==> src/hw/rtl/pwl_lin_pkg.sv <==
// Shared types, codes and reset calibration table of the sensor linearizer.
package pwl_lin_pkg;

    localparam int SAMPLE_W     = 12;
    localparam int FLOW_W       = 12;
    localparam int IDX_W        = 4;
    localparam int PROD_W       = SAMPLE_W + FLOW_W;
    localparam int QUOT_BITS    = 12;
    localparam int DIV_CNT_W    = 4;
    localparam int RESET_POINTS = 16;
    localparam int RST_ARG_W    = 7;

    typedef logic [SAMPLE_W-1:0] sample_t;
    typedef logic [FLOW_W-1:0]   flow_t;

    localparam logic OP_CONVERT = 1'b0;
    localparam logic OP_WRITE   = 1'b1;

    localparam flow_t FLOW_MAX = {FLOW_W{1'b1}};

    localparam sample_t RESET_SENSOR [RESET_POINTS] = '{
        12'd98,  12'd100, 12'd107, 12'd113, 12'd125, 12'd139, 12'd158, 12'd181,
        12'd204, 12'd238, 12'd274, 12'd326, 12'd385, 12'd454, 12'd536, 12'd600
    };

    // Entries past the reset table repeat its last point.
    function automatic sample_t reset_sensor(input logic [RST_ARG_W-1:0] k);
        logic [IDX_W-1:0] kc;
        kc = (k > RST_ARG_W'(RESET_POINTS - 1)) ? IDX_W'(RESET_POINTS - 1) : k[IDX_W-1:0];
        return RESET_SENSOR[kc];
    endfunction

    function automatic flow_t reset_flow(input logic [RST_ARG_W-1:0] k);
        logic [IDX_W-1:0] kc;
        kc = (k > RST_ARG_W'(RESET_POINTS - 1)) ? IDX_W'(RESET_POINTS - 1) : k[IDX_W-1:0];
        return {kc, 8'h00};
    endfunction

endpackage

==> src/hw/rtl/piecewise_linear_sensor_linearizer_unit.sv <==
// Piecewise-linear sensor linearizer: serial segment scan, multiply and bit-serial divide.
//
//  channel | dir | tdata (low bit up)                                    | tuser
//  s_      | in  | sample[11:0] entry_index[15:12] entry_sensor[27:16]   | op
//          |     | entry_flow[39:28]                                     |
//  m_      | out | flow[11:0], zero fill[15:12]                          | in_range
//
// A write transaction writes one table entry. A convert transaction reads one entry per cycle,
// scanning until a segment holds the sample or the last entry is read (out of range),
// then a multiply and a bit-serial divide (both skipped on a zero-width segment) and the
// output step. s_tready is low meanwhile, and a stalled result holds the block in its last
// step. Synchronous reset restores the table.
module piecewise_linear_sensor_linearizer_unit #(
    parameter int TABLE_ENTRIES = 16
) (
    input  logic        aclk,
    input  logic        aresetn,
    input  logic        s_tvalid,
    output logic        s_tready,
    input  logic [39:0] s_tdata,   // sample, entry_index, entry_sensor, entry_flow
    input  logic        s_tuser,   // op
    output logic        m_tvalid,
    input  logic        m_tready,
    output logic [15:0] m_tdata,   // flow, zero fill
    output logic        m_tuser    // in_range
);

    localparam int IW = (TABLE_ENTRIES > 1) ? $clog2(TABLE_ENTRIES) : 1;
    localparam int EW = ((IW > pwl_lin_pkg::IDX_W) ? IW : pwl_lin_pkg::IDX_W) + 1;
    localparam logic [IW-1:0] LAST_IDX = IW'(TABLE_ENTRIES - 1);
    localparam int FW = pwl_lin_pkg::FLOW_W;

    localparam logic [2:0] ST_IDLE = 3'd0;
    localparam logic [2:0] ST_SCAN = 3'd1;
    localparam logic [2:0] ST_MUL  = 3'd2;
    localparam logic [2:0] ST_DIV  = 3'd3;
    localparam logic [2:0] ST_DONE = 3'd4;

    // input fields
    pwl_lin_pkg::sample_t          s_sample;
    logic [pwl_lin_pkg::IDX_W-1:0] s_entry_index;
    pwl_lin_pkg::sample_t          s_entry_sensor;
    pwl_lin_pkg::flow_t            s_entry_flow;

    assign s_sample       = s_tdata[11:0];
    assign s_entry_index  = s_tdata[15:12];
    assign s_entry_sensor = s_tdata[27:16];
    assign s_entry_flow   = s_tdata[39:28];

    logic [2:0] state_reg;
    logic [2:0] state_next;

    // calibration memory
    pwl_lin_pkg::sample_t sens_mem [TABLE_ENTRIES];
    pwl_lin_pkg::flow_t   flow_mem [TABLE_ENTRIES];
    logic [TABLE_ENTRIES-1:0] valid_reg;
    pwl_lin_pkg::sample_t sens_q_reg;
    pwl_lin_pkg::flow_t   flow_q_reg;
    logic                 valid_q_reg;

    logic [IW-1:0] rd_idx_reg;
    logic [IW-1:0] data_idx_reg;
    logic          data_ok_reg;

    pwl_lin_pkg::sample_t x_reg;
    pwl_lin_pkg::sample_t prev_sens_reg;
    pwl_lin_pkg::flow_t   prev_flow_reg;

    pwl_lin_pkg::flow_t   y1_reg;
    pwl_lin_pkg::flow_t   dy_reg;
    pwl_lin_pkg::sample_t dx_reg;
    pwl_lin_pkg::sample_t den_reg;
    logic                 neg_reg;

    logic [FW-1:0]                     rem_reg;
    logic [pwl_lin_pkg::QUOT_BITS-1:0] quo_reg;
    logic [pwl_lin_pkg::DIV_CNT_W-1:0] div_cnt_reg;

    pwl_lin_pkg::flow_t res_flow_reg;
    logic               res_in_reg;
    pwl_lin_pkg::flow_t out_flow_reg;
    logic               out_in_reg;
    logic               m_tvalid_reg;

    logic s_accept;
    logic conv_accept;
    logic wr_en;
    logic [EW-1:0] wr_wide;
    logic [IW-1:0] wr_addr;
    logic out_free;

    pwl_lin_pkg::sample_t cur_sens;
    pwl_lin_pkg::flow_t   cur_flow;
    logic hit;
    logic last;
    logic den_zero;

    logic [pwl_lin_pkg::PROD_W-1:0]    prod;
    logic [FW:0]                       div_trial;
    logic                              div_ge;
    logic [FW:0]                       div_diff;
    logic [FW-1:0]                     rem_next;
    logic [pwl_lin_pkg::QUOT_BITS-1:0] quo_next;
    logic [FW:0]                       sum_w;
    logic [FW:0]                       diff_w;
    pwl_lin_pkg::flow_t                res_value;

    assign s_tready    = (state_reg == ST_IDLE);
    assign s_accept    = s_tvalid && s_tready;
    assign conv_accept = s_accept && (s_tuser == pwl_lin_pkg::OP_CONVERT);
    assign wr_wide     = EW'(s_entry_index);
    assign wr_addr     = wr_wide[IW-1:0];
    assign wr_en       = s_accept && (s_tuser == pwl_lin_pkg::OP_WRITE)
                         && (wr_wide < EW'(TABLE_ENTRIES));
    assign out_free    = !m_tvalid_reg || m_tready;

    // never-written entries read their reset value
    assign cur_sens = valid_q_reg ? sens_q_reg
                    : pwl_lin_pkg::reset_sensor(pwl_lin_pkg::RST_ARG_W'(data_idx_reg));
    assign cur_flow = valid_q_reg ? flow_q_reg
                    : pwl_lin_pkg::reset_flow(pwl_lin_pkg::RST_ARG_W'(data_idx_reg));

    assign hit  = data_ok_reg && (data_idx_reg != '0)
                  && (x_reg >= prev_sens_reg) && (x_reg <= cur_sens);
    assign last = data_ok_reg && (data_idx_reg == LAST_IDX);
    assign den_zero = (cur_sens == prev_sens_reg);

    assign prod = dy_reg * dx_reg;

    // one restoring divide step; the quotient fits QUOT_BITS since dx <= den
    assign div_trial = {rem_reg, quo_reg[pwl_lin_pkg::QUOT_BITS-1]};
    assign div_ge    = (div_trial >= {1'b0, den_reg});
    assign div_diff  = div_trial - {1'b0, den_reg};
    assign rem_next  = div_ge ? div_diff[FW-1:0] : div_trial[FW-1:0];
    assign quo_next  = {quo_reg[pwl_lin_pkg::QUOT_BITS-2:0], div_ge};

    assign sum_w  = {1'b0, y1_reg} + {1'b0, FW'(quo_next)};
    assign diff_w = {1'b0, y1_reg} - {1'b0, FW'(quo_next)};
    always_comb begin
        if (neg_reg) begin
            res_value = diff_w[FW] ? '0 : diff_w[FW-1:0];
        end else begin
            res_value = sum_w[FW] ? pwl_lin_pkg::FLOW_MAX : sum_w[FW-1:0];
        end
    end

    always_comb begin
        state_next = state_reg;
        case (state_reg)
            ST_IDLE: begin
                if (conv_accept) state_next = ST_SCAN;
            end
            ST_SCAN: begin
                if (hit) begin
                    state_next = den_zero ? ST_DONE : ST_MUL;
                end else if (last) begin
                    state_next = ST_DONE;
                end
            end
            ST_MUL: state_next = ST_DIV;
            ST_DIV: begin
                if (div_cnt_reg == pwl_lin_pkg::DIV_CNT_W'(pwl_lin_pkg::QUOT_BITS - 1)) begin
                    state_next = ST_DONE;
                end
            end
            ST_DONE: begin
                if (out_free) state_next = ST_IDLE;
            end
            default: state_next = ST_IDLE;
        endcase
    end

    always_ff @(posedge aclk) begin
        if (wr_en) begin
            sens_mem[wr_addr] <= s_entry_sensor;
            flow_mem[wr_addr] <= s_entry_flow;
        end
        sens_q_reg  <= sens_mem[rd_idx_reg];
        flow_q_reg  <= flow_mem[rd_idx_reg];
        valid_q_reg <= valid_reg[rd_idx_reg];
    end

    always_ff @(posedge aclk) begin
        if (!aresetn) begin
            state_reg    <= ST_IDLE;
            valid_reg    <= '0;
            data_ok_reg  <= 1'b0;
            m_tvalid_reg <= 1'b0;
        end else begin
            state_reg   <= state_next;
            data_ok_reg <= (state_reg == ST_SCAN);
            if (wr_en) valid_reg[wr_addr] <= 1'b1;
            if (state_reg == ST_DONE && out_free) begin
                m_tvalid_reg <= 1'b1;
            end else if (m_tready) begin
                m_tvalid_reg <= 1'b0;
            end
        end
    end

    always_ff @(posedge aclk) begin
        case (state_reg)
            ST_IDLE: begin
                if (conv_accept) begin
                    x_reg      <= s_sample;
                    rd_idx_reg <= '0;
                end
            end
            ST_SCAN: begin
                // advance the read address, saturate at the last entry
                if (rd_idx_reg != LAST_IDX) rd_idx_reg <= rd_idx_reg + 1'b1;
                data_idx_reg <= rd_idx_reg;
                if (data_ok_reg) begin
                    prev_sens_reg <= cur_sens;
                    prev_flow_reg <= cur_flow;
                end
                if (hit) begin
                    y1_reg       <= prev_flow_reg;
                    neg_reg      <= (cur_flow < prev_flow_reg);
                    dy_reg       <= (cur_flow < prev_flow_reg) ? prev_flow_reg - cur_flow
                                                               : cur_flow - prev_flow_reg;
                    dx_reg       <= x_reg - prev_sens_reg;
                    den_reg      <= cur_sens - prev_sens_reg;
                    res_flow_reg <= prev_flow_reg;
                    res_in_reg   <= 1'b1;
                end else if (last) begin
                    res_flow_reg <= '0;
                    res_in_reg   <= 1'b0;
                end
            end
            ST_MUL: begin
                {rem_reg, quo_reg} <= prod;
                div_cnt_reg        <= '0;
            end
            ST_DIV: begin
                rem_reg      <= rem_next;
                quo_reg      <= quo_next;
                div_cnt_reg  <= div_cnt_reg + 1'b1;
                res_flow_reg <= res_value;
            end
            ST_DONE: begin
                if (out_free) begin
                    out_flow_reg <= res_flow_reg;
                    out_in_reg   <= res_in_reg;
                end
            end
            default: begin
            end
        endcase
    end

    assign m_tvalid = m_tvalid_reg;
    assign m_tdata  = {4'b0000, out_flow_reg};
    assign m_tuser  = out_in_reg;

`ifndef SYNTH
    a_conv_starts_scan: assert property (@(posedge aclk) disable iff (!aresetn)
        conv_accept |=> (state_reg == ST_SCAN))
        else $error("convert transaction did not start the segment scan");

    a_write_no_result: assert property (@(posedge aclk) disable iff (!aresetn)
        (s_accept && (s_tuser == pwl_lin_pkg::OP_WRITE) && !m_tvalid_reg) |=> !m_tvalid_reg)
        else $error("table write produced a result");

    a_out_range_zero: assert property (@(posedge aclk) disable iff (!aresetn)
        (m_tvalid && !m_tuser) |-> (m_tdata == 16'h0000))
        else $error("out-of-range result carries nonzero flow");

    a_div_count: assert property (@(posedge aclk) disable iff (!aresetn)
        (state_reg == ST_DIV) |->
            (div_cnt_reg < pwl_lin_pkg::DIV_CNT_W'(pwl_lin_pkg::QUOT_BITS)))
        else $error("divider step count overran");

    a_busy_not_ready: assert property (@(posedge aclk) disable iff (!aresetn)
        $past(conv_accept) |-> !s_tready)
        else $error("input taken while a conversion runs");
`endif

endmodule
==> config.mk <==
export PLATFORM = sky130hd
export DESIGN_NAME = piecewise_linear_sensor_linearizer_unit
export DESIGN_NICKNAME = d
export VERILOG_FILES = /design/src/hw/rtl/pwl_lin_pkg.sv /design/src/hw/rtl/piecewise_linear_sensor_linearizer_unit.sv
export SDC_FILE = /design/constraint.sdc
export NUM_CORES = 1
export LEC_CHECK = 0
export BUFFER_PORTS_ARGS = -buffer_cell sky130_fd_sc_hd__buf_2
export CORE_ASPECT_RATIO = 0.9
export CORE_MARGIN = 5
export CORE_UTILIZATION = 50
export DETAILED_ROUTE_END_ITERATION = 10
export PLACE_DENSITY = 0.7
export SYNTH_ARGS = -nofsm -noshare
export SYNTH_HDL_FRONTEND = slang
export SYNTH_SLANG_ARGS = --single-unit
export TNS_END_PERCENT = 10
==> constraint.sdc <==
create_clock -name aclk -period 9.8 [get_ports aclk]
set_input_delay 1.96 -clock aclk [delete_from_list [all_inputs] [get_ports aclk]]
set_output_delay 1.96 -clock aclk [all_outputs]
set_load 0.005 [all_outputs]
==> flow_summary.ini <==
[route]
met2_wirelength_um = 34040
drc_errors = 0
met1_length_um = 27850
via_per_inst = 5.731
wire_per_inst_um = 21.85
final_antenna_net_count = 0
dr.first_iter.drc_count = 1416
drtPass1Iterations = 6
wl_um = 66890
dr_total_vias = 17540
route.met3.wl_um = 4103
topRoutingLayerUsed = met5

[run]
cap_violations = 0

[timing]
achievable-frequency_mhz = 183.0
setup_total_negative_slack_ns = 0
max_slew.worst_pin.slew_ns = 1.132
hold_viol_final = 0
final_period_minus_worst_setup_slack_ns = 5.464
final_min_period_over_clock_period_pct = 55.76
max_slew_margin_pct = 24.10
rsz0062_at_grt = false
final-max-slew-violation-count = 0
setup_viol = 0
clock_tree_skew_after_final_layout_ns = 0.03692

[yosys]
post_synth_instance_area_um2 = 30290
synth_top_area_share_pct = 52.64
synth.area.top_cells = edfxtp_1 (53%), mux4_2 (9.3%), fa_1 (7.1%), ha_1 (6.7%), inv_1 (3.1%)
synth.lib_cells_used.distinct = 74
ys.flop_type = edfxtp_1
ys.warnings.count = 0
synth_edf_count = 531
postSynthAreaPerCell_um2 = 13.92
post-synth-top-area-cell = edfxtp_1
postSynthRegisterBits = 577
syn-instance-count = 2176
synth_seq_area_share_pct = 55.68
postSynth.asyncResetShare_pct = 0

[die]
die_w_um = 269.4
floorplan.initialDensity_pct = 50.59
placementRows = 85
die_area_um2 = 65610
coreArea_um2 = 59880
die_height_um = 243.5
io_pins = 64

[finish]
num-fill-cells = 4791
area_added_between_synthesis_and_finish_pct = 10.56
nets = 2542
layout-drive-gt1-share_pct = 15.16

[worst_setup_path]
cp_data_required_time_ns = 10.15
worst_ep_arrival_time_ns = 5.81
reg2reg_start = dy_reg[4]
reg2reg_slack_ns = 4.34
worst-setup-path-type = flip-flop to flip-flop
end_kind = flip-flop
worst_setup_path_start_kind = flip-flop
timing.critical_path.fanout_max = 12
worst_setup_path_startpoint = dy_reg[4]

[power]
static_leakage_nw = 12.86
pwr_density_cell_nw_per_um2 = 178.5
worst_ir_drop_vdd_mv = 0.1587
report.power.total_mw = 5.978

[grt]
pin_count_of_the_biggest_net_entering_global_routing = 105
combined_global_route_utilization_of_all_metal_layers_pct = 20.32
antenna_found_initial = 3
grt_pass1_vias = 18020
first_pass_grt_wire_length_um = 104300
global_route.overflow_total = 0

[clocking]
sink_count = 577
post_cts.resized_instances = 0
clk_pin_slew_ns = 0.07
ctsHoldBuffers = 0
cts_root_buf = clkbuf_16
cts_htree_levels = 2
cts_buffer_depth = 3
clock_tree_from_tritoncts = yes
tritoncts.num_buffers = 57
cts_setup_buffers = 0
clkLatencyLatePin_ns = 0.63

[outcome]
status = finished, final reports clean

[hold_path]
hp-start = res_flow_reg[9]
min_path_type = flip-flop to flip-flop

[placement]
dp.final_hpwl_um = 44730
port_buffers = 59
gp_congestion = 0.8652
per-stage QoR:
| step | hold slack [ns] | setup slack [ns] | instance area (um^2) | util, % | cells |
|---|---|---|---|---|---|
| CTS | 0.4167 | 4.296 | 33480 | 55.92 | 3059 |
| floorplan | 0.4003 | 4.637 | 30300 | - | 2179 |
| detailed placement | 0.4056 | 4.329 | 31480 | 52.57 | 2951 |
| finish | 0.4116 | 4.336 | 33490 | 55.93 | 3061 |
| global route | 0.4185 | 3.944 | 33480 | 55.92 | 3059 |
| global placement | 0.4018 | 4.429 | 31480 | 52.57 | 2951 |
cell usage in the layout (no fill, tap or decap), types with 16 or more instances in the layout:
master / Yosys / routed
a21o_1: 37 / 37
a21oi_1: 73 / 73
and2_1: 65 / 64
buf_2: 13 / 59
buf_4: 6 / 20
clkbuf_16: 0 / 58
dfxtp_1: 46 / 46
edfxtp_1: 531 / 531
fa_1: 107 / 107
ha_1: 163 / 163
inv_1: 248 / 248
mux2i_1: 19 / 19
mux4_2: 125 / 125
nand2_1: 147 / 147
nand2b_1: 20 / 20
nand3_1: 16 / 16
nor2_1: 122 / 109
nor2b_1: 20 / 20
nor3_1: 38 / 34
o21ai_0: 54 / 53
xnor2_1: 46 / 46
cell type report:
class                           instances  area [um^2]  area share [%]
Timing Repair Buffer                   80        465.4           1.390
Antenna cell                            2        5.005         0.01495
Clock buffer                           86         1697           5.067
Clock inverter                         22        307.8          0.9191
Inverter                              249        934.6           2.791
Multi-Input combinational cell       1262        12230           36.53
Tap cell                              783        979.7           2.926
Sequential cell                       577        16870           50.37
worst max-delay path, stage by stage, from the launching register on:
cell and delay, ns:
edfxtp_1 0.58, and2_1 0.27, fa_1 0.57, fa_1 0.43
fa_1 0.47, fa_1 0.49, inv_1 0.05, fa_1 0.47
inv_1 0.04, ha_1 0.32, a21o_1 0.22, a21o_1 0.17
a21o_1 0.18, a2111oi_0 0.38, o21ai_0 0.17, o21ai_0 0.12
xor2_1 0.17, mux2i_1 0.08
layer usage:
layer / vias to the layer above / track usage [%]
met5: - / 0
met4: 2 / 3.679
met3: 69 / 2.882
met2: 492 / 35.43
met1: 8949 / 27.86
li1: 8031 / -
power by group:
| part | internal (mW) | total, mW | switching (mW) |
|---|---|---|---|
| Sequential | 2.79 | 2.86 | 0.0691 |
| Clock | 1.34 | 2.28 | 0.941 |
| Combinational | 0.383 | 0.840 | 0.457 |
cells in the mapped netlist, drive strengths merged (12+ instances only):
library cell and n:
a21oi 73, and2 65, nand2b 20, inv 249, mux2i 19, edfxtp 531, nor3 38, o21a 14
a21o 37, nand3 16, nor2b 21, nand2 147, xnor2 46, buf 36, a31oi 12, nor2 122
fa 107, clkbuf 55, o21ai 56, ha 163, mux4 125, dfxtp 46, xor2 12, nand4 15
logic make-up (layout without fill, tap and decap cells):
logic type,Yosys count,count (layout),synth area share [%]
compound gates,293,293,6.523
xor+xnor,58,58,1.677
fa+ha+maj,270,270,13.81
buf+inv,340,437,4.366
flops,577,577,55.68
mux,149,149,10.11
other cells,1,6,0.01238
simple gates,488,488,7.824
worst paths after layout:
path              cells after the start               to
setup / recovery                     17       rem_reg[8]
hold / removal                        0  out_flow_reg[9]
setup reg to reg                     17       rem_reg[8]
hold reg to reg                       0  out_flow_reg[9]
(Power assumes the default switching activity.)
